===== src/rtl/core/pfu_pkg.sv =====
// Shared types, codes, tables and saturation helpers of the particle frame update.
package pfu_pkg;

	// Configuration register indexes.
	localparam int CFG_IDX_W = 2;
	localparam logic [CFG_IDX_W-1:0] CFG_NOW_TIME   = 2'd0;
	localparam logic [CFG_IDX_W-1:0] CFG_FRAME_TIME = 2'd1;

	// Particle kind codes.
	localparam logic [3:0] KIND_STATIC   = 4'd0;
	localparam logic [3:0] KIND_GRAV     = 4'd1;
	localparam logic [3:0] KIND_SLOWGRAV = 4'd2;
	localparam logic [3:0] KIND_FIRE     = 4'd3;
	localparam logic [3:0] KIND_EXPLODE  = 4'd4;
	localparam logic [3:0] KIND_EXPLODE2 = 4'd5;
	localparam logic [3:0] KIND_BLOB     = 4'd6;
	localparam logic [3:0] KIND_BLOB2    = 4'd7;
	localparam logic [3:0] KIND_RAIL     = 4'd8;

	// Ramp end points in Q4.12.
	localparam logic [15:0] RAMP_SIX   = 16'd24576;
	localparam logic [15:0] RAMP_EIGHT = 16'd32768;

	// Reciprocal of three in Q0.11, exact for floors of values below 768.
	localparam logic [9:0] RECIP3 = 10'd683;

	// How the velocity of one axis is scaled.
	typedef enum logic [1:0] {
		DV_NONE,
		DV_ADD4,
		DV_SUB1,
		DV_SUB4
	} dv_mode_t;

	// Per-axis operation chosen from the kind.
	typedef struct packed {
		dv_mode_t           dv;
		logic signed [23:0] grav;
	} axis_op_t;

	// Stage enables of the pipeline.
	typedef struct packed {
		logic s1;
		logic s2;
		logic s3;
		logic s4;
	} stage_en_t;

	// Saturate a wide signed value to 32 bits.
	function automatic logic signed [31:0] sat32(input logic signed [39:0] x);
		if (x > 40'sd2147483647) begin
			return 32'sh7fffffff;
		end else if (x < -40'sd2147483648) begin
			return 32'sh80000000;
		end else begin
			return x[31:0];
		end
	endfunction

	// Palette ramp of the first explosion kind.
	function automatic logic [7:0] ramp1_color(input logic [2:0] idx);
		case (idx)
			3'd0: return 8'h6f;
			3'd1: return 8'h6d;
			3'd2: return 8'h6b;
			3'd3: return 8'h69;
			3'd4: return 8'h67;
			3'd5: return 8'h65;
			3'd6: return 8'h63;
			default: return 8'h61;
		endcase
	endfunction

	// Palette ramp of the second explosion kind.
	function automatic logic [7:0] ramp2_color(input logic [2:0] idx);
		case (idx)
			3'd0: return 8'h6f;
			3'd1: return 8'h6e;
			3'd2: return 8'h6d;
			3'd3: return 8'h6c;
			3'd4: return 8'h6b;
			3'd5: return 8'h6a;
			3'd6: return 8'h68;
			default: return 8'h66;
		endcase
	endfunction

	// Palette ramp of fire.
	function automatic logic [7:0] ramp3_color(input logic [2:0] idx);
		case (idx)
			3'd0: return 8'h6d;
			3'd1: return 8'h6b;
			3'd2: return 8'h06;
			3'd3: return 8'h05;
			3'd4: return 8'h04;
			3'd5: return 8'h03;
			default: return 8'h00;
		endcase
	endfunction

endpackage


===== src/rtl/core/pfu_cfg.sv =====
// Configuration registers: current time and frame time.
module pfu_cfg (
	input  logic                           clk,
	input  logic                           arst_n,
	input  logic                           cfg_valid,
	output logic                           cfg_ready,
	input  logic [pfu_pkg::CFG_IDX_W-1:0]  cfg_index,
	input  logic [31:0]                    cfg_data,
	output logic [31:0]                    now_time,
	output logic [15:0]                    frame_time
);

	logic [31:0] now_time_q;
	logic [15:0] frame_time_q;

	// Writes are taken in every cycle.
	assign cfg_ready = 1'b1;

	// Register file; indexes beyond the list are dropped.
	always_ff @(posedge clk or negedge arst_n) begin
		if (!arst_n) begin
			now_time_q   <= 32'd0;
			frame_time_q <= 16'd0;
		end else if (cfg_valid) begin
			if (cfg_index == pfu_pkg::CFG_NOW_TIME) begin
				now_time_q <= cfg_data;
			end else if (cfg_index == pfu_pkg::CFG_FRAME_TIME) begin
				frame_time_q <= cfg_data[15:0];
			end
		end
	end

	assign now_time   = now_time_q;
	assign frame_time = frame_time_q;

endmodule


===== config.mk =====
export PLATFORM = sky130hd
export DESIGN_NAME = pfu_cfg
export DESIGN_NICKNAME = d
export VERILOG_FILES = /design/src/rtl/core/pfu_pkg.sv /design/src/rtl/core/pfu_cfg.sv
export SDC_FILE = /design/constraint.sdc
export NUM_CORES = 1
export LEC_CHECK = 0
export ABC_CLOCK_PERIOD_IN_PS = 1100
export BUFFER_PORTS_ARGS = -buffer_cell sky130_fd_sc_hd__clkbuf_2
export CAP_MARGIN = 10
export CELL_PAD_IN_SITES_DETAIL_PLACEMENT = 0
export CELL_PAD_IN_SITES_GLOBAL_PLACEMENT = 1
export CORE_UTILIZATION = 40
export CTS_BUF_LIST = sky130_fd_sc_hd__clkbuf_8
export DETAILED_ROUTE_END_ITERATION = 12
export PLACE_DENSITY_LB_ADDON = 0.1
export SLEW_MARGIN = 20
export SYNTH_ARGS = -nofsm -noshare
export SYNTH_HDL_FRONTEND = slang
export SYNTH_SLANG_ARGS = --single-unit

===== constraint.sdc =====
create_clock -name clk -period 1.1 [get_ports clk]
set_input_delay 0.22 -clock clk [delete_from_list [all_inputs] [get_ports clk]]
set_output_delay 0.22 -clock clk [all_outputs]
set_load 0.05 [all_outputs]

==> flow_summary.ini <==
[run_status]
outcome = complete, no violations

[floorplan]
placeableCoreArea_um2 = 4380
core.rowCount = 24
io_pins = 86
start_util = 0.418
die_area_um2 = 4850
die_h_um = 69.7
die_w_um = 69.7

[yosys]
postSynthCellCount = 104
seq_area_frac_synth = 0.656
postSynthAreaPerCell_um2 = 17.6
ys_warn_count = 0
synth_seq_cells = 48
syn_nets = 141
syn_area_um2 = 1830
synth_cell_types = 9

[power_and_ir_drop]
peakVddDrop_uv = 1080
p_leak_nw = 1.43
power.total_mw = 6.35
p_per_area_nw_per_um2 = 2120

[drt]
wl_mm = 3.91
final_antenna_net_count = 0
drt-pass1-iter-count = 4
drt_iter0_drc = 54
post-route-drc-count = 0
num_vias = 1223
viasPerCell = 4.70
wl_per_cell_um = 15.0

[run]
max_cap_viol_count = 0

[sta]
max_freq_mhz = 911
fin_crit_sh = 0.998
setup_viol = 0
worst_hold_slack_ns = 0.137
skew_ns = 0
setup_ws_ns = 0.00256
hold_viol = 0
drv_slew = 0
period_needed_ns = 1.10
rsz0062_at_grt = yes

[grt]
grt_pass1_wl_mm = 6.31
grt_max_degree = 49
busiest_layer = met2
met1_usage = 0.191
grt_use_met2 = 0.300
grt_util_all_layers = 0.167
grt_overflow_total = 0
grt_pass1_vias = 1345
use_met3 = 0.0523
antenna_found_initial = 0

[clock_network]
cts_made_buffers = 5
clk_path_buf_depth = 2
clk_latency_ns = 0.29
htreeDepth = 2
clock_sinks = 48
cts_tree = done
cts_root_buf = clkbuf_8
clkTransAtPathRegs_ns = 0.09

[critical_path]
worst_r2r_path_depth = 3
slowest_stage = dfrtp_1
critPathTopFamily = flip-flops
critPathRequiredTime_ns = 0.88
critPathKind = flop to primary output
r2r_slack_ns = 0.05
path_buf_inv = 1
cp-start-kind = flop
cp.arrival_ns = 0.88
cp_slowest_stage_delay_ns = 0.42
worstReg2RegEnd = now_time[7]
end_kind = primary output
worstPathCellList = buf_8
r2r-start = now_time[7]
critPathLaunch = now_time[30]
crit_cells = 1
critPathMaxFanout = 2

[placement]
post_dp_cell_area_um2 = 2320
io_buffer_count = 84
place_congestion = 0.710
dpl.hpwl_mm = 2.45
pre_cts_ws_ns = -0.216

[cells_and_area]
stdcell_area_um2 = 3000
drive_gt1_frac = 0.750
final_util = 0.684
n_antenna_cell = 0
fin_nets = 244
area_growth_syn_to_layout_pct = 63.8

[worst_hold_path]
min_to = now_time[29]
hold_path.class = input pin to flop
hp-start = cfg_data[29]
min_path_cells = 2
-- per-layer routing --
| metal | routed length (µm) | up-vias |
|---|---|---|
| met1 | 1580 | 598 |
| met4 | 44 | 0 |
| met2 | 2040 | 53 |
| met3 | 247 | 5 |
| li1 | - | 567 |
| met5 | 0 | - |
-- Yosys cell counts --
cell type  number  area [µm²]
buf_4           1        7.51
nand3b_4        1        20.0
mux2_1          2        22.5
conb_1          1        3.75
nor3b_4         1        18.8
buf_6           3        33.8
dfrtp_1        48        1200
mux2_2         46         518
buf_2           1        5.00
-- cell families (layout without fill, tap and decap cells) --
group | Yosys count | in the layout | synth area share
AND/OR/NAND/NOR | 2 | 2 | 0.0212
multiplexers | 48 | 48 | 0.295
flip-flops | 48 | 48 | 0.656
other | 1 | 1 | 0.00205
buffers and inverters | 5 | 109 | 0.0253
-- layout by cell type (no fill, tap or decap) --
master	netlist	layout
buf_12	0	2
buf_4	1	14
buf_8	0	48
clkbuf_2	0	36
clkbuf_8	0	6
clkinv_2	0	2
conb_1	1	1
dfrtp_1	48	48
dlygate4sd3_1	0	1
mux2_1	2	2
mux2_2	46	46
nand3b_4	1	1
nor3b_4	1	1
-- final cells by class --
class | instances | area, µm²
well taps | 52 | 65.1
clock buffers | 6 | 82.6
fillers | 305 | 1390
repair buffers | 101 | 1060
clock inverters | 2 | 10.0
multi-input cells | 51 | 583
flip-flops and latches | 48 | 1200
-- flip-flops by register name, indices dropped and copies added (netlist names) --
signal / cells
now_time: 32
frame_time: 16
-- through the flow --
stage	instances	setup TNS (ns)
3_3_place_gp	239	-6.59
4_1_cts	250	-0.0491
5_1_grt	260	-0.609
2_1_floorplan	104	-1.30
3_5_place_dp	239	-7.97
6_report	260	0
-- worst max path at each step --
stage                               to  slack [ns]
final                     now_time[30]       0.003
after CTS                 now_time[14]       -0.01
after floorplan            now_time[0]       -0.04
after global routing      now_time[28]       -0.04
after detailed placement  now_time[11]       -0.22
after global placement    now_time[12]       -0.17
-- report_power, final --
group,leakage [nW],internal [mW],total [mW],switching [mW]
clock network,0.0510,0.502,1.07,0.564
registers,0.568,2.10,2.41,0.307
logic,0.809,1.31,2.87,1.56
total,1.43,3.91,6.35,2.43
-- repair_timing --
action	4_1_cts	5_1_grt
buffers inserted	2	10
endpoints found under the setup margin	48	48
hold buffers	1	0
hold endpoints to repair	48	0
resized for setup	96	48
(Power assumes the default switching activity.)
