## src/rtl/core/pfu_pkg.sv

```systemverilog
// Shared types, codes, tables and saturation helpers of the particle frame update.
package pfu_pkg;

	// Configuration register indexes.
	localparam int CFG_IDX_W = 2;
	localparam logic [CFG_IDX_W-1:0] CFG_NOW_TIME   = 2'd0;
	localparam logic [CFG_IDX_W-1:0] CFG_FRAME_TIME = 2'd1;

	// Particle kind codes.
	localparam logic [3:0] KIND_STATIC   = 4'd0;
	localparam logic [3:0] KIND_GRAV     = 4'd1;
	localparam logic [3:0] KIND_SLOWGRAV = 4'd2;
	localparam logic [3:0] KIND_FIRE     = 4'd3;
	localparam logic [3:0] KIND_EXPLODE  = 4'd4;
	localparam logic [3:0] KIND_EXPLODE2 = 4'd5;
	localparam logic [3:0] KIND_BLOB     = 4'd6;
	localparam logic [3:0] KIND_BLOB2    = 4'd7;
	localparam logic [3:0] KIND_RAIL     = 4'd8;

	// Ramp end points in Q4.12.
	localparam logic [15:0] RAMP_SIX   = 16'd24576;
	localparam logic [15:0] RAMP_EIGHT = 16'd32768;

	// Reciprocal of three in Q0.11, exact for floors of values below 768.
	localparam logic [9:0] RECIP3 = 10'd683;

	// How the velocity of one axis is scaled.
	typedef enum logic [1:0] {
		DV_NONE,
		DV_ADD4,
		DV_SUB1,
		DV_SUB4
	} dv_mode_t;

	// Per-axis operation chosen from the kind.
	typedef struct packed {
		dv_mode_t           dv;
		logic signed [23:0] grav;
	} axis_op_t;

	// Stage enables of the pipeline.
	typedef struct packed {
		logic s1;
		logic s2;
		logic s3;
		logic s4;
	} stage_en_t;

	// Saturate a wide signed value to 32 bits.
	function automatic logic signed [31:0] sat32(input logic signed [39:0] x);
		if (x > 40'sd2147483647) begin
			return 32'sh7fffffff;
		end else if (x < -40'sd2147483648) begin
			return 32'sh80000000;
		end else begin
			return x[31:0];
		end
	endfunction

	// Palette ramp of the first explosion kind.
	function automatic logic [7:0] ramp1_color(input logic [2:0] idx);
		case (idx)
			3'd0: return 8'h6f;
			3'd1: return 8'h6d;
			3'd2: return 8'h6b;
			3'd3: return 8'h69;
			3'd4: return 8'h67;
			3'd5: return 8'h65;
			3'd6: return 8'h63;
			default: return 8'h61;
		endcase
	endfunction

	// Palette ramp of the second explosion kind.
	function automatic logic [7:0] ramp2_color(input logic [2:0] idx);
		case (idx)
			3'd0: return 8'h6f;
			3'd1: return 8'h6e;
			3'd2: return 8'h6d;
			3'd3: return 8'h6c;
			3'd4: return 8'h6b;
			3'd5: return 8'h6a;
			3'd6: return 8'h68;
			default: return 8'h66;
		endcase
	endfunction

	// Palette ramp of fire.
	function automatic logic [7:0] ramp3_color(input logic [2:0] idx);
		case (idx)
			3'd0: return 8'h6d;
			3'd1: return 8'h6b;
			3'd2: return 8'h06;
			3'd3: return 8'h05;
			3'd4: return 8'h04;
			3'd5: return 8'h03;
			default: return 8'h00;
		endcase
	endfunction

endpackage

```

## src/rtl/core/pfu_axis.sv

```systemverilog
// One axis lane: position advance, velocity scaling and gravity over four stages.
module pfu_axis (
	input  logic                 clk,
	input  pfu_pkg::stage_en_t   en,
	input  logic [15:0]          ft,
	input  logic signed [31:0]   pos,
	input  logic signed [31:0]   vel,
	input  pfu_pkg::axis_op_t    op,
	output logic signed [31:0]   new_pos,
	output logic signed [31:0]   new_vel
);

	logic signed [31:0] pos_s1, vel_s1;
	logic signed [48:0] prod_s1;
	pfu_pkg::axis_op_t  op_s1;

	logic signed [31:0] pos_s2, vel_s2;
	logic signed [35:0] dv_s2;
	logic signed [23:0] grav_s2;

	logic signed [31:0] pos_s3, vel_s3;
	logic signed [23:0] grav_s3;

	logic signed [31:0] pos_s4, vel_s4;

	logic signed [48:0] rnd1_arg;
	logic signed [50:0] rnd4_arg;
	logic signed [32:0] r1;
	logic signed [34:0] r4;
	logic signed [35:0] dv;

	// Stage 1: velocity times frame time, formed exactly.
	always_ff @(posedge clk) begin
		if (en.s1) begin
			pos_s1  <= pos;
			vel_s1  <= vel;
			prod_s1 <= vel * $signed({1'b0, ft});
			op_s1   <= op;
		end
	end

	// Rounded quotients by 2^16, halves toward plus infinity.
	always_comb begin
		rnd1_arg = prod_s1 + 49'sd32768;
		rnd4_arg = {prod_s1, 2'b00} + 51'sd32768;
		r1       = rnd1_arg[48:16];
		r4       = rnd4_arg[50:16];
		case (op_s1.dv)
			pfu_pkg::DV_ADD4: dv = {r4[34], r4};
			pfu_pkg::DV_SUB1: dv = -{{3{r1[32]}}, r1};
			pfu_pkg::DV_SUB4: dv = -{r4[34], r4};
			default:          dv = 36'sd0;
		endcase
	end

	// Stage 2: new position and velocity change.
	always_ff @(posedge clk) begin
		if (en.s2) begin
			pos_s2  <= pfu_pkg::sat32({{8{pos_s1[31]}}, pos_s1} + {{7{r1[32]}}, r1});
			vel_s2  <= vel_s1;
			dv_s2   <= dv;
			grav_s2 <= op_s1.grav;
		end
	end

	// Stage 3: scaled velocity.
	always_ff @(posedge clk) begin
		if (en.s3) begin
			pos_s3  <= pos_s2;
			vel_s3  <= pfu_pkg::sat32({{8{vel_s2[31]}}, vel_s2} + {{4{dv_s2[35]}}, dv_s2});
			grav_s3 <= grav_s2;
		end
	end

	// Stage 4: gravity on the velocity.
	always_ff @(posedge clk) begin
		if (en.s4) begin
			pos_s4 <= pos_s3;
			vel_s4 <= pfu_pkg::sat32({{8{vel_s3[31]}}, vel_s3} + {{16{grav_s3[23]}}, grav_s3});
		end
	end

	assign new_pos = pos_s4;
	assign new_vel = vel_s4;

endmodule

```

## config.mk

```make
export PLATFORM = sky130hd
export DESIGN_NAME = pfu_axis
export DESIGN_NICKNAME = d
export VERILOG_FILES = /design/src/rtl/core/pfu_pkg.sv /design/src/rtl/core/pfu_axis.sv
export SDC_FILE = /design/constraint.sdc
export NUM_CORES = 2
export LEC_CHECK = 0
export BUFFER_PORTS_ARGS = -buffer_cell sky130_fd_sc_hd__clkbuf_2
export CORE_ASPECT_RATIO = 0.75
export CORE_MARGIN = 2
export CORE_UTILIZATION = 35
export CTS_BUF_LIST = sky130_fd_sc_hd__clkbuf_4
export CTS_CLUSTER_DIAMETER = 100
export CTS_CLUSTER_SIZE = 40
export DETAILED_ROUTE_END_ITERATION = 6
export PLACE_DENSITY = 0.57
export SYNTH_ARGS = -nofsm -noshare
export SYNTH_HDL_FRONTEND = slang
export SYNTH_SLANG_ARGS = --single-unit
```

## constraint.sdc

```tcl
create_clock -name clk -period 12 [get_ports clk]
set_clock_uncertainty 0.15 [all_clocks]
set_input_delay 2.4 -clock clk [delete_from_list [all_inputs] [get_ports clk]]
set_output_delay 2.4 -clock clk [all_outputs]
set_load 0.02 [all_outputs]
```

==> key figures <==
Timing
  • Peak Freq: 114 MHz
  • Worst Tran Pin Value: 0.989 ns
  • Clock period minus final worst setup slack: 8.79 ns
  • Count of endpoints failing hold in the final timing report: 0
  • Share of the cycle needed by the critical path after routing: 73.2%
  • Slew headroom: 34.1%
  • Setup Viol. Count Final: 0
  • Unrepaired setup endpoints after global routing: false
  • Total Neg Setup Slack: 0 ns
  • Fin. max-slew vios: 0

Synth
  • Number of synthesized flops with an enable pin: 402
  • Commonest register cell after synthesis: sky130_fd_sc_hd__edfxtp_1
  • Nets in the synthesized netlist: 4,577
  • Post-synthesis area per instance: 10.4 um^2
  • Dominant cells by area after synthesis: sky130_fd_sc_hd__edfxtp_1 31%, sky130_fd_sc_hd__fa_1 25%, sky130_fd_sc_hd__ha_1 7.1%
  • Total of warnings raised by yosys: 0
  • Sequential-to-total area share from yosys stat: 31.0%
  • Asr flop ratio synth: 0%
  • Post-synthesis instance area: 38,900 um^2
  • Gate count after technology mapping: 3,756
  • FF+latch count, synth: 402
  • Post-synth top area share: 31.0%
  • Library cell with the largest summed area after synthesis: sky130_fd_sc_hd__edfxtp_1
  • Post-synth cell types: 96

Clock network
  • CTS clock-pin slew for the worst setup and hold paths: 0.36 ns
  • H-tree depth: 1
  • Hold buffers post-CTS: 0
  • CTS resizes: 0
  • Worst-skew pair later-pin latency: 0.89 ns
  • Root cell of the clock tree: sky130_fd_sc_hd__clkbuf_4
  • Post-CTS Setup Repair Bufs: 0
  • CTS tree: built
  • Clock buffer depth: 3
  • Total CTS buffers: 18
  • Sink Count: 402

Min path
  • Worst hold-check path type: register to register
  • Origin of the worst min-delay path: op_s1[16]

Detailed routing
  • Antenna Nets Post-Route: 0
  • WL final: 105 mm
  • Post-detailed-route DRC marker count: 0
  • Per-cell routed wire length: 20.0 um
  • 1st-pass router iterations: 6
  • Via density per instance: 5.08
  • Starting DRC count in detailed routing: 1,950
  • Overall via count from detail_route: 26,749

Worst setup path
  • Critical path class: input pin to register
  • R2r setup slk: 5.96 ns
  • Beginning of the critical path: ft[9]
  • Worst endpoint data arrival time: 9.36 ns
  • Crit start category: input pin
  • CP Data Required Time: 12.57 ns
  • Worst-path fanout max: 32
  • Worst Setup End Kind: register
  • Beginning of the worst register-to-register path: prod_s1[15]

Floorplanning
  • DIE WIDTH: 389 um
  • Total Die Area: 114,000 um^2
  • Die extent in y: 293 um
  • Boundary Pins: 175
  • Number of rows in the core area: 105
  • Core area: 110,000 um^2
  • Effective utilization at floorplan: 35.4%

Global routing
  • Overall Global Routing Usage: 18.4%
  • Initial antenna violation count: 2
  • Overflow left after global routing: 0
  • Vias in the first global route: 26,512
  • Maximum number of pins on one net before global-route repair: 70
  • Global-route wire length before repair: 162 mm

Placement
  • Inst Count DP: 5,235
  • Final GP Congestion: 0.882
  • Detail Placement HPWL: 80.9 mm
  • Buffers on Ports: 174

Cells and area
  • Nets: 4,632
  • Layout cells sized above 1: 7.33%
  • Commonest non-fill, non-tap cell in the layout: sky130_fd_sc_hd__inv_1
  • Finished Layout Cells: 5,267
  • Most frequent cells in the layout: 613 x sky130_fd_sc_hd__inv_1, 490 x sky130_fd_sc_hd__fa_1, 409 x sky130_fd_sc_hd__nand2_1, 402 x sky130_fd_sc_hd__edfxtp_1, 253 x sky130_fd_sc_hd__and2_1
  • Layout overhead on the synthesized area: 6.34%

Flow run
  • Max-cap check violation count: 0

Status
  • Outcome: finished clean
[worst paths after layout]
kind,depth (start not counted),endpoint
worst min-delay path,0,grav_s2[16]
worst max-delay path,22,prod_s1[47]
worst max register to register,15,pos_s2[29]
worst min register to register,0,grav_s2[16]
[worst max-delay path: stages]
cell,delay (ns)
sky130_fd_sc_hd__clkbuf_2,0.65
sky130_fd_sc_hd__nand2_1,0.19
sky130_fd_sc_hd__fa_1,0.56
sky130_fd_sc_hd__inv_1,0.05
sky130_fd_sc_hd__fa_1,0.51
sky130_fd_sc_hd__fa_1,0.45
sky130_fd_sc_hd__fa_1,0.53
sky130_fd_sc_hd__fa_1,0.54
sky130_fd_sc_hd__inv_1,0.05
sky130_fd_sc_hd__fa_1,0.58
sky130_fd_sc_hd__inv_1,0.07
sky130_fd_sc_hd__ha_1,0.35
sky130_fd_sc_hd__nand3_1,0.10
sky130_fd_sc_hd__or2_2,0.32
sky130_fd_sc_hd__o221a_2,0.29
sky130_fd_sc_hd__o21a_1,0.15
sky130_fd_sc_hd__o21ai_2,0.31
sky130_fd_sc_hd__a21oi_1,0.19
sky130_fd_sc_hd__o31ai_1,0.37
sky130_fd_sc_hd__o221ai_1,0.28
sky130_fd_sc_hd__o21bai_1,0.21
sky130_fd_sc_hd__xor2_1,0.16
[state kept, by name (all words and copies together) (netlist names)]
register  cells
dv_s2        36
prod_s1      36
new_pos      32
new_vel      32
pos_s1       32
pos_s2       32
pos_s3       32
vel_s1       32
vel_s2       32
vel_s3       32
op_s1        26
grav_s2      24
grav_s3      24
[layer usage]
metal / routed length (um) / part of all wire [%] / up-vias / GRT usage [%]
li1: - / - / 12418 / -
met5: 0 / 0 / - / 0
met1: 53300 / 51 / 13350 / 29.7
met3: 9510 / 9.0 / 59 / 4.27
met2: 41000 / 39 / 922 / 25.1
met4: 1290 / 1.2 / 0 / 2.33
[cell type report]
| cell class | count | area (um^2) |
|---|---|---|
| multi-input cells | 2589 | 23900 |
| repair buffers | 185 | 965 |
| clock inverters | 12 | 201 |
| well taps | 1444 | 1810 |
| diodes | 1 | 2.50 |
| fillers | 10931 | 68500 |
| flip-flops and latches | 402 | 12100 |
| clock buffers | 19 | 143 |
| inverters | 615 | 2310 |
[synthesized netlist by cell type (8+ instances only)]
cell type,n
sky130_fd_sc_hd__clkbuf_1,124
sky130_fd_sc_hd__nor2b_1,19
sky130_fd_sc_hd__xnor2_1,145
sky130_fd_sc_hd__xor2_1,80
sky130_fd_sc_hd__nor3_1,44
sky130_fd_sc_hd__edfxtp_1,402
sky130_fd_sc_hd__and2_1,253
sky130_fd_sc_hd__inv_1,613
sky130_fd_sc_hd__nand2_1,409
sky130_fd_sc_hd__ha_1,220
sky130_fd_sc_hd__nor4_1,13
sky130_fd_sc_hd__buf_2,13
sky130_fd_sc_hd__a21oi_1,154
sky130_fd_sc_hd__o22ai_1,8
sky130_fd_sc_hd__nand4_1,35
sky130_fd_sc_hd__o211ai_1,12
sky130_fd_sc_hd__a211oi_1,16
sky130_fd_sc_hd__a31oi_1,19
sky130_fd_sc_hd__nand2b_1,12
sky130_fd_sc_hd__a21o_1,76
sky130_fd_sc_hd__o21ai_0,159
sky130_fd_sc_hd__or3_1,9
sky130_fd_sc_hd__nor2_1,120
sky130_fd_sc_hd__o21bai_1,23
sky130_fd_sc_hd__and3_1,17
sky130_fd_sc_hd__fa_1,490
sky130_fd_sc_hd__o21a_1,16
sky130_fd_sc_hd__buf_6,9
sky130_fd_sc_hd__nand3_1,63
[stage by stage]
| step | instance area, um^2 | hold WS (ns) | utilization (%) | setup WS, ns |
|---|---|---|---|---|
| after global routing | 41400 | 0.224 | 37.7 | 2.90 |
| after floorplan | 38900 | 0.250 | - | 3.33 |
| after CTS | 41400 | 0.200 | 37.7 | 3.23 |
| after global placement | 41000 | 0.252 | 37.4 | 2.35 |
| after detailed placement | 41000 | 0.255 | 37.4 | 2.24 |
| final | 41400 | 0.198 | 37.7 | 3.21 |
[kinds of logic (layout without fill, tap and decap cells)]
logic type | count (synthesis) | count (layout) | share of synthesized area (%)
XOR/XNOR | 232 | 232 | 5.39
other | 0 | 1 | 0
adder cells (fa/ha/maj) | 714 | 714 | 32.4
buffers and inverters | 765 | 831 | 7.61
AO/OA/AOI/OAI | 578 | 578 | 9.44
flip-flops | 402 | 402 | 31.0
AND/OR/NAND/NOR | 1061 | 1061 | 14.0
multiplexers | 4 | 4 | 0.103
Power is not shown: default switching activity piles up to over one toggle a cycle in this logic, so the estimate is an artifact.
