--- src/rtl/core/pfu_pkg.sv ---
// Shared types, codes, tables and saturation helpers of the particle frame update.
package pfu_pkg;

	// Configuration register indexes.
	localparam int CFG_IDX_W = 2;
	localparam logic [CFG_IDX_W-1:0] CFG_NOW_TIME   = 2'd0;
	localparam logic [CFG_IDX_W-1:0] CFG_FRAME_TIME = 2'd1;

	// Particle kind codes.
	localparam logic [3:0] KIND_STATIC   = 4'd0;
	localparam logic [3:0] KIND_GRAV     = 4'd1;
	localparam logic [3:0] KIND_SLOWGRAV = 4'd2;
	localparam logic [3:0] KIND_FIRE     = 4'd3;
	localparam logic [3:0] KIND_EXPLODE  = 4'd4;
	localparam logic [3:0] KIND_EXPLODE2 = 4'd5;
	localparam logic [3:0] KIND_BLOB     = 4'd6;
	localparam logic [3:0] KIND_BLOB2    = 4'd7;
	localparam logic [3:0] KIND_RAIL     = 4'd8;

	// Ramp end points in Q4.12.
	localparam logic [15:0] RAMP_SIX   = 16'd24576;
	localparam logic [15:0] RAMP_EIGHT = 16'd32768;

	// Reciprocal of three in Q0.11, exact for floors of values below 768.
	localparam logic [9:0] RECIP3 = 10'd683;

	// How the velocity of one axis is scaled.
	typedef enum logic [1:0] {
		DV_NONE,
		DV_ADD4,
		DV_SUB1,
		DV_SUB4
	} dv_mode_t;

	// Per-axis operation chosen from the kind.
	typedef struct packed {
		dv_mode_t           dv;
		logic signed [23:0] grav;
	} axis_op_t;

	// Stage enables of the pipeline.
	typedef struct packed {
		logic s1;
		logic s2;
		logic s3;
		logic s4;
	} stage_en_t;

	// Saturate a wide signed value to 32 bits.
	function automatic logic signed [31:0] sat32(input logic signed [39:0] x);
		if (x > 40'sd2147483647) begin
			return 32'sh7fffffff;
		end else if (x < -40'sd2147483648) begin
			return 32'sh80000000;
		end else begin
			return x[31:0];
		end
	endfunction

	// Palette ramp of the first explosion kind.
	function automatic logic [7:0] ramp1_color(input logic [2:0] idx);
		case (idx)
			3'd0: return 8'h6f;
			3'd1: return 8'h6d;
			3'd2: return 8'h6b;
			3'd3: return 8'h69;
			3'd4: return 8'h67;
			3'd5: return 8'h65;
			3'd6: return 8'h63;
			default: return 8'h61;
		endcase
	endfunction

	// Palette ramp of the second explosion kind.
	function automatic logic [7:0] ramp2_color(input logic [2:0] idx);
		case (idx)
			3'd0: return 8'h6f;
			3'd1: return 8'h6e;
			3'd2: return 8'h6d;
			3'd3: return 8'h6c;
			3'd4: return 8'h6b;
			3'd5: return 8'h6a;
			3'd6: return 8'h68;
			default: return 8'h66;
		endcase
	endfunction

	// Palette ramp of fire.
	function automatic logic [7:0] ramp3_color(input logic [2:0] idx);
		case (idx)
			3'd0: return 8'h6d;
			3'd1: return 8'h6b;
			3'd2: return 8'h06;
			3'd3: return 8'h05;
			3'd4: return 8'h04;
			3'd5: return 8'h03;
			default: return 8'h00;
		endcase
	endfunction

endpackage

--- src/rtl/core/pfu_attr.sv ---
// Attribute lane: expiry test, ramp phase, palette color and opacity over four stages.
module pfu_attr (
	input  logic               clk,
	input  pfu_pkg::stage_en_t en,
	input  logic [31:0]        now_time,
	input  logic [15:0]        ft,
	input  logic [15:0]        ramp_in,
	input  logic [7:0]         color_in,
	input  logic [3:0]         kind,
	input  logic [31:0]        die_time,
	output logic               alive,
	output logic [15:0]        ramp_out,
	output logic [7:0]         color_out,
	output logic [7:0]         alpha,
	output logic [3:0]         kind_out,
	output logic               expire_next
);

	localparam logic [9:0] RECIP3_W = pfu_pkg::RECIP3;

	logic        alive_s1, fire_s1, past_six_s1;
	logic [3:0]  kind_s1;
	logic [7:0]  color_s1;
	logic [15:0] ramp_s1, step_s1;
	logic [22:0] anum_s1;

	logic        alive_s2;
	logic [3:0]  kind_s2;
	logic [7:0]  color_s2, alpha_s2;
	logic [15:0] ramp_s2;

	logic        alive_s3, expire_s3;
	logic [3:0]  kind_s3;
	logic [7:0]  color_s3, alpha_s3;
	logic [15:0] ramp_s3;

	logic        alive_s4, expire_s4;
	logic [3:0]  kind_s4;
	logic [7:0]  color_s4, alpha_s4;
	logic [15:0] ramp_s4;

	logic [19:0] step_wide;
	logic [14:0] diff;
	logic [16:0] ramp_sum;
	logic [19:0] q3;
	logic        over;
	logic [7:0]  color_sel;

	// Ramp step of the kind and the opacity numerator 255 * (6.0 - ramp).
	always_comb begin
		if (kind == pfu_pkg::KIND_FIRE) begin
			step_wide = {2'b00, ft, 2'b00} + {4'd0, ft} + 20'd8;
		end else if (kind == pfu_pkg::KIND_EXPLODE) begin
			step_wide = {1'b0, ft, 3'b000} + {3'd0, ft, 1'b0} + 20'd8;
		end else if (kind == pfu_pkg::KIND_EXPLODE2) begin
			step_wide = {ft, 4'b0000} - {4'd0, ft} + 20'd8;
		end else begin
			step_wide = 20'd0;
		end
		diff = 15'(pfu_pkg::RAMP_SIX - ramp_in);
	end

	// Stage 1: expiry compare and inputs.
	always_ff @(posedge clk) begin
		if (en.s1) begin
			alive_s1    <= !(die_time < now_time);
			kind_s1     <= kind;
			color_s1    <= color_in;
			ramp_s1     <= ramp_in;
			step_s1     <= step_wide[19:4];
			fire_s1     <= (kind == pfu_pkg::KIND_FIRE);
			past_six_s1 <= (ramp_in >= pfu_pkg::RAMP_SIX);
			anum_s1     <= {diff, 8'd0} - {8'd0, diff};
		end
	end

	// Advanced ramp and floor(numerator / 24576) as a floor by three.
	always_comb begin
		ramp_sum = {1'b0, ramp_s1} + {1'b0, step_s1};
		q3       = anum_s1[22:13] * RECIP3_W;
	end

	// Stage 2: saturated ramp and opacity.
	always_ff @(posedge clk) begin
		if (en.s2) begin
			alive_s2 <= alive_s1;
			kind_s2  <= kind_s1;
			color_s2 <= color_s1;
			ramp_s2  <= ramp_sum[16] ? 16'hffff : ramp_sum[15:0];
			if (!fire_s1) begin
				alpha_s2 <= 8'd255;
			end else if (past_six_s1) begin
				alpha_s2 <= 8'd0;
			end else begin
				alpha_s2 <= q3[18:11];
			end
		end
	end

	// End-of-ramp test and palette lookup.
	always_comb begin
		over      = 1'b0;
		color_sel = color_s2;
		if (kind_s2 == pfu_pkg::KIND_FIRE) begin
			over = (ramp_s2 >= pfu_pkg::RAMP_SIX);
			if (!over) color_sel = pfu_pkg::ramp3_color(ramp_s2[14:12]);
		end else if (kind_s2 == pfu_pkg::KIND_EXPLODE) begin
			over = (ramp_s2 >= pfu_pkg::RAMP_EIGHT);
			if (!over) color_sel = pfu_pkg::ramp1_color(ramp_s2[14:12]);
		end else if (kind_s2 == pfu_pkg::KIND_EXPLODE2) begin
			over = (ramp_s2 >= pfu_pkg::RAMP_EIGHT);
			if (!over) color_sel = pfu_pkg::ramp2_color(ramp_s2[14:12]);
		end
	end

	// Stage 3: expiry flag and color.
	always_ff @(posedge clk) begin
		if (en.s3) begin
			alive_s3  <= alive_s2;
			kind_s3   <= kind_s2;
			color_s3  <= color_sel;
			ramp_s3   <= ramp_s2;
			alpha_s3  <= alpha_s2;
			expire_s3 <= over;
		end
	end

	// Stage 4: result register; a removed particle keeps only its kind.
	always_ff @(posedge clk) begin
		if (en.s4) begin
			alive_s4  <= alive_s3;
			kind_s4   <= kind_s3;
			color_s4  <= alive_s3 ? color_s3 : 8'd0;
			ramp_s4   <= alive_s3 ? ramp_s3 : 16'd0;
			alpha_s4  <= alive_s3 ? alpha_s3 : 8'd0;
			expire_s4 <= alive_s3 & expire_s3;
		end
	end

	assign alive       = alive_s4;
	assign kind_out    = kind_s4;
	assign color_out   = color_s4;
	assign ramp_out    = ramp_s4;
	assign alpha       = alpha_s4;
	assign expire_next = expire_s4;

endmodule

--- config.mk ---
export PLATFORM = sky130hd
export DESIGN_NAME = pfu_attr
export DESIGN_NICKNAME = d
export VERILOG_FILES = /design/src/rtl/core/pfu_pkg.sv /design/src/rtl/core/pfu_attr.sv
export SDC_FILE = /design/constraint.sdc
export NUM_CORES = 1
export LEC_CHECK = 0
export BUFFER_PORTS_ARGS = -buffer_cell sky130_fd_sc_hd__buf_2
export CORE_UTILIZATION = 55
export CTS_BUF_LIST = sky130_fd_sc_hd__clkbuf_16
export DETAILED_ROUTE_END_ITERATION = 7
export PLACE_DENSITY_LB_ADDON = 0.25
export SYNTH_ARGS = -nofsm -noshare
export SYNTH_HDL_FRONTEND = slang
export SYNTH_SLANG_ARGS = --single-unit
--- constraint.sdc ---
create_clock -name clk -period 6.1 [get_ports clk]
set_input_delay 1.22 -clock clk [delete_from_list [all_inputs] [get_ports clk]]
set_output_delay 1.22 -clock clk [all_outputs]
set_load 0.1 [all_outputs]
==> results of run 1 <==
[cells by family after synthesis]
group                      count (synthesis)
adders and majority gates                179
AOI/OAI and AO/OA                        225
DFF                                      170
and+or+nand+nor                          258
xor gates and xnor gates                  77
muxes                                      3
buffers and inverters                    139
[metal layers]
metal	GRT usage, %	wire length, microns
met5	0	0
met4	7.42	304
met3	3.29	790
met2	36.8	11000
met1	29.9	10600
[how the worst min path moves through the flow]
stage / start / end / slack, ps / depth (start not counted)
2_1_floorplan: alive_s1 / alive_s2 / 400 / 0
3_3_place_gp: alive_s1 / alive_s2 / 400 / 0
3_5_place_dp: alpha_s2[3] / alpha_s3[3] / 400 / 0
4_1_cts: ramp_s2[9] / ramp_s3[9] / 410 / 0
5_1_grt: ramp_s2[3] / ramp_s3[3] / 420 / 0
6_report: ramp_s2[9] / ramp_s3[9] / 410 / 0
[per-stage QoR]
step / hold slack (ps) / setup WS, ps
global placement: 401 / 1230
floorplan: 400 / 1480
CTS: 410 / 1050
finish: 406 / 1110
global route: 421 / 719
detailed placement: 405 / 1070
[flip-flops by register name (all words and copies together), names as in the netlist, 8 cells and up]
name and flops:
alpha_s2 8, ramp_s2 16, color_out 8, ramp_s1 16, ramp_out 16, color_s3 8, step_s1 16, color_s2 8
ramp_s3 16, anum_s1 10, alpha 8, alpha_s3 8, color_s1 8
[worst max-delay path: stages, from the launching register on]
cell and delay (ps):
edfxtp_1 480, ha_1 340, ha_1 350, fa_1 550, inv_1 50, fa_1 480
fa_1 510, inv_1 40, ha_1 310, and4_1 210, a21oi_1 140, o211ai_1 140
a211oi_1 480, o21bai_1 180, a21oi_1 230, xor2_1 150, o21ai_0 80
[layout by cell type (no fill, tap or decap), drive strengths merged, types with 21 or more instances in the layout]
cell type  instances
nor2              49
a21oi             53
buf              152
and2              41
edfxtp           170
fa                24
xor2              30
xnor2             47
a21o              34
nor3              21
ha               155
inv              122
o21ai             53
nand2             59
[area by class of cell]
| cell class | instances | share of cell area (%) |
|---|---|---|
| antenna | 3 | 0.0567 |
| clock buffer | 17 | 3.21 |
| clock inverter | 15 | 1.37 |
| inverter | 115 | 3.26 |
| multi-input combinational | 742 | 45.3 |
| sequential | 170 | 38.5 |
| tap | 270 | 2.55 |
| timing repair buffer | 152 | 5.78 |
[power groups by stage]
stage	registers, W	logic [W]	clock network, W
finish	0.00154	0.00182	0.00108
floorplan	0.00168	0.00125	0
global placement	0.00156	0.00175	0
global route	0.00156	0.00210	0.00116
CTS	0.00154	0.00183	0.00111
detailed placement	0.00157	0.00181	0
==> impl_metrics.toml, run 1 <==
[global_routing]
grt.total_usage_pct = 22.2
grt_remaining_overflow = 0
antenna_found_initial = 3
grt_max_degree = 58
grt_pass1_wl_mm = 38.3
grt_pass1_vias = 8037

[sta]
setup_violations = 0
max_freq_ghz = 0.200
finalHoldViolations = 0
finalCritPeriodShare_pct = 81.8
slew_viol_final = 0
fin_skew_ps = 12.6
tightest_slew_ps = 1100
tns_ps = 0
min_period_ps = 4990
grt_setup_unrepaired = "no"
max_slew_margin_pct = 26.6

[clock_network]
cts_buffers = 17
cts_resized = 0
root_buffer = "clkbuf_16"
cts_buffer_depth = 2
insertion_delay_ps = 420
cts_tree = "yes"
cts.sinks = 170
hold_buffers = 0
htreeDepth = 4
cts_setup_buffers = 0
clk_pin_slew_ps = 70

[pwr]
power_density_nw_per_um2 = 336
total_power_w = 0.00445
leakage_nw = 5.95
switching_share_pct = 36.0
p_int_w = 0.00284
p_comb_share_pct = 41.0
pwr-share-seq_pct = 34.7
pwr-share-clk_pct = 24.3
p_switching_w = 0.00160
ir_worst_vdd_mv = 0.238

[critical_path]
timing.reg2reg.setup_slack_ps = 1110
crit_path_end = "alpha_s2[5]"
worstPathMaxFanout = 4
rr_startpoint = "anum_s1[19]"
worstPathArrival_ps = 5150
path_class = "reg2reg"
crit_path_end_kind = "flop"
worstSetupStartpoint = "anum_s1[19]"
r2r_end = "alpha_s2[5]"
reg2reg_depth = 16
cp.required_ps = 6260
start_kind = "flop"

[logic_synthesis]
seq_area_frac_synth_pct = 43.9
ys_types = 67
synth_cells = 1051
syn_area_per_cell_sq_um = 11.1
synth.area.top_cells = "edfxtp_1 44%, ha_1 17%, fa_1 4.1%"
synth_adder_area_share_pct = 20.8
synth_top_cells_by_count = "170 x edfxtp_1, 155 x ha_1, 114 x inv_1"
synth_compound_area_share_pct = 12.8
yosysWarnings = 0
async_flop_share_pct = 0
yosys.area.top_type = "edfxtp_1"
muxShareOfSynthArea_pct = 0.258
synth_seq_cells = 170
ys.flop_type = "edfxtp_1"
synthXorXnorAreaFrac_pct = 5.81
synth_top_cell_area_share_pct = 43.9
synth_nets = 1343
syn_area_sq_um = 11600
synth_top_family_by_area = "adder cells"
synth-edff-count = 170
yosys.area_share.simple_pct = 11.9
yosysMostFrequentCell = "edfxtp_1"

[drt]
postRouteAntennaNets = 0
dr.first_iter.drc_count = 423
wl_mm = 22.7
dr.pass1.iters = 5
via_count = 8079
drt-wirelength-per-cell_microns = 15.3
drc = 0
drt-vias-per-instance = 5.44

[floorplanning]
std_cell_rows = 52
chipWidth_microns = 147
ios = 151
die_area_sq_um = 21700
die_y_microns = 147
start_util_pct = 56.7
core-area_sq_um = 20500

[placed_design]
place_inst = 1449
dp_hpwl_mm = 18.1
port_buffers = 150
place.gp.congestion = 0.929
placed_area_sq_um = 12600

[finish]
layout-drive-gt1-share_pct = 16.5
seqCellArea_sq_um = 5100
fin_nets = 1490
fillers = 1658
post-route-util_pct = 64.7
multi_input_area_sq_um = 6000
syn2layout_area_growth_pct = 14.1
stdcell_count = 1484
fin_area_sq_um = 13300

[outcome]
status = "completed"

[min_path]
holdCritPathClass = "reg2reg"

[run]
maxCapViolations = 0
Note: power is estimated with default switching activity, not from simulation.
==> run 2, diff against run 1 <==
Settings changed: ABC_AREA set to 1.
Clock period 6.1 ns to 5.2 ns, I/O delays scaled along.
==> impl_metrics.toml, run 2 <==
[finish]
final_common_cell = "nand2_1"
final_cell_mix = "333 x nand2_1, 268 x inv_1, 170 x edfxtp_1, 155 x ha_1, 150 x buf_2"
fin_nets = 1948
n_antenna_cell = 0
syn2layout_area_growth_pct = 13.3
fillers = 1905
layout-drive-gt1-share_pct = 13.8

[logic_synthesis]
async_flop_share_pct = 0
synth_seq_cells = 170
synth_top_cells_by_count = "333 x nand2_1, 268 x inv_1, 170 x edfxtp_1"
syn_area_per_cell_sq_um = 8.52
yosysMostFrequentCell = "nand2_1"
seq_area_frac_synth_pct = 40.1
synth.area.top_cells = "edfxtp_1 40%, ha_1 15%, nand2_1 9.8%"
synth_cells = 1495
synth-edff-count = 170
ys.flop_type = "edfxtp_1"
ys_types = 47
yosys.area.top_type = "edfxtp_1"
synth_nets = 1787
yosysWarnings = 0
syn_area_sq_um = 12700
synth_top_cell_area_share_pct = 40.1

[clock_network]
cts.sinks = 170
htreeDepth = 4
cts_setup_buffers = 0
root_buffer = "clkbuf_16"
cts_tree = "yes"
hold_buffers = 0
insertion_delay_ps = 430
cts_buffers = 17
cts_resized = 0
cts_buffer_depth = 2
clk_pin_slew_ps = 70

[run]
maxCapViolations = 0

[sta]
max_freq_ghz = 0.230
finalCritPeriodShare_pct = 83.4
max_slew_margin_pct = 34.3
min_period_ps = 4340
slew_viol_final = 0
tns_ps = 0
finalHoldViolations = 0
setup_violations = 0
grt_setup_unrepaired = "no"
fin_skew_ps = 14.4
tightest_slew_ps = 985

[drt]
drc = 0
dr.first_iter.drc_count = 547
postRouteAntennaNets = 0
via_count = 10400
wl_mm = 27.7
drt-vias-per-instance = 5.30
dr.pass1.iters = 5
drt-wirelength-per-cell_microns = 14.2

[pwr]
leakage_nw = 7.21
power_density_nw_per_um2 = 402
ir_worst_vdd_mv = 0.267
total_power_w = 0.00580

[floorplanning]
ios = 151
die_area_sq_um = 23800
std_cell_rows = 55
start_util_pct = 56.1
die_y_microns = 154
chipWidth_microns = 154
core-area_sq_um = 22700

[global_routing]
antenna_found_initial = 0
grt_pass1_wl_mm = 45.8
grt.total_usage_pct = 24.2
grt_max_degree = 58
grt_pass1_vias = 9862
grt_remaining_overflow = 0

[placed_design]
place.gp.congestion = 0.929
dp_hpwl_mm = 22.4
port_buffers = 150

[critical_path]
worstPathArrival_ps = 4500
rr_startpoint = "anum_s1[19]"
cp.required_ps = 5370
reg2reg_depth = 15
crit_path_end_kind = "flop"
worstPathMaxFanout = 4
path_class = "reg2reg"
start_kind = "flop"
worstSetupStartpoint = "anum_s1[19]"

[min_path]
worstHoldStart = "kind_s3[0]"
hold_depth = 0
holdCritPathClass = "reg2reg"

[outcome]
status = "completed"
run 2: cell count changes after synthesis, moves of 41 or more:
cell	change
a21oi_1	+48
nand2_1	+275
nor2_1	+51
nand3_1	+94
and2_1	-41
inv_1	+154
run 2: per-stage QoR:
| step | util [%] | cells | worst slack (ps) | area (sq um) | hold WS (ps) |
|---|---|---|---|---|---|
| 2_1_floorplan | - | 1495 | 1170 | 12700 | 400 |
| 3_3_place_gp | 60.8 | 1922 | 993 | 13800 | 401 |
| 3_5_place_dp | 60.8 | 1922 | 873 | 13800 | 406 |
| 4_1_cts | 63.6 | 1954 | 859 | 14400 | 417 |
| 5_1_grt | 63.6 | 1954 | 653 | 14400 | 420 |
| 6_report | 63.6 | 1954 | 862 | 14400 | 413 |
run 2: final cells by class:
| class | instances | area [sq um] | share of cell area, % |
|---|---|---|---|
| clock buffers | 17 | 425 | 2.95 |
| repair buffers | 153 | 773 | 5.36 |
| clock inverters | 15 | 191 | 1.33 |
| flip-flops and latches | 170 | 5100 | 35.4 |
| multi-input cells | 1045 | 6570 | 45.5 |
| inverters | 269 | 1010 | 6.99 |
| well taps | 285 | 357 | 2.47 |
run 2: metal layers:
layer  GRT usage (%)  part of all wire, %
met5               0                    0
met4            7.00                  1.8
met3            3.36                  4.0
met2            41.7                   47
met1            31.8                   47
run 2: kinds of logic (layout without fill, tap and decap cells):
| logic type | Yosys count | after routing | synth area share [%] |
|---|---|---|---|
| simple gates | 630 | 630 | 21.7 |
| buf+inv | 280 | 454 | 8.31 |
| compound gates | 215 | 215 | 9.42 |
| fa+ha+maj | 179 | 179 | 19.0 |
| flops | 170 | 170 | 40.1 |
| xor+xnor | 21 | 21 | 1.44 |
run 2: worst max-delay path, cell delays in order, from the launching register on:
cell and delay (ps):
edfxtp_1 460, ha_1 330, ha_1 350, fa_1 550
inv_1 60, fa_1 470, fa_1 510, inv_1 40
ha_1 320, a21o_1 220, a21oi_1 230, nor2_1 70
nor3_1 220, nand3_1 110, nand2_1 60, o21ai_0 70
run 2: path summary, 6_finish.rpt:
| path | endpoint | slack, ps |
|---|---|---|
| min reg2reg | kind_out[0] | 410 |
| max | alpha_s2[5] | 860 |
| min | kind_out[0] | 410 |
| max reg2reg | alpha_s2[5] | 860 |
run 2: report_power, final:
group	internal (W)	total, W	switching (W)
registers	0.00172	0.00179	0.0000708
clock network	0.000695	0.00127	0.000578
logic	0.000968	0.00274	0.00177
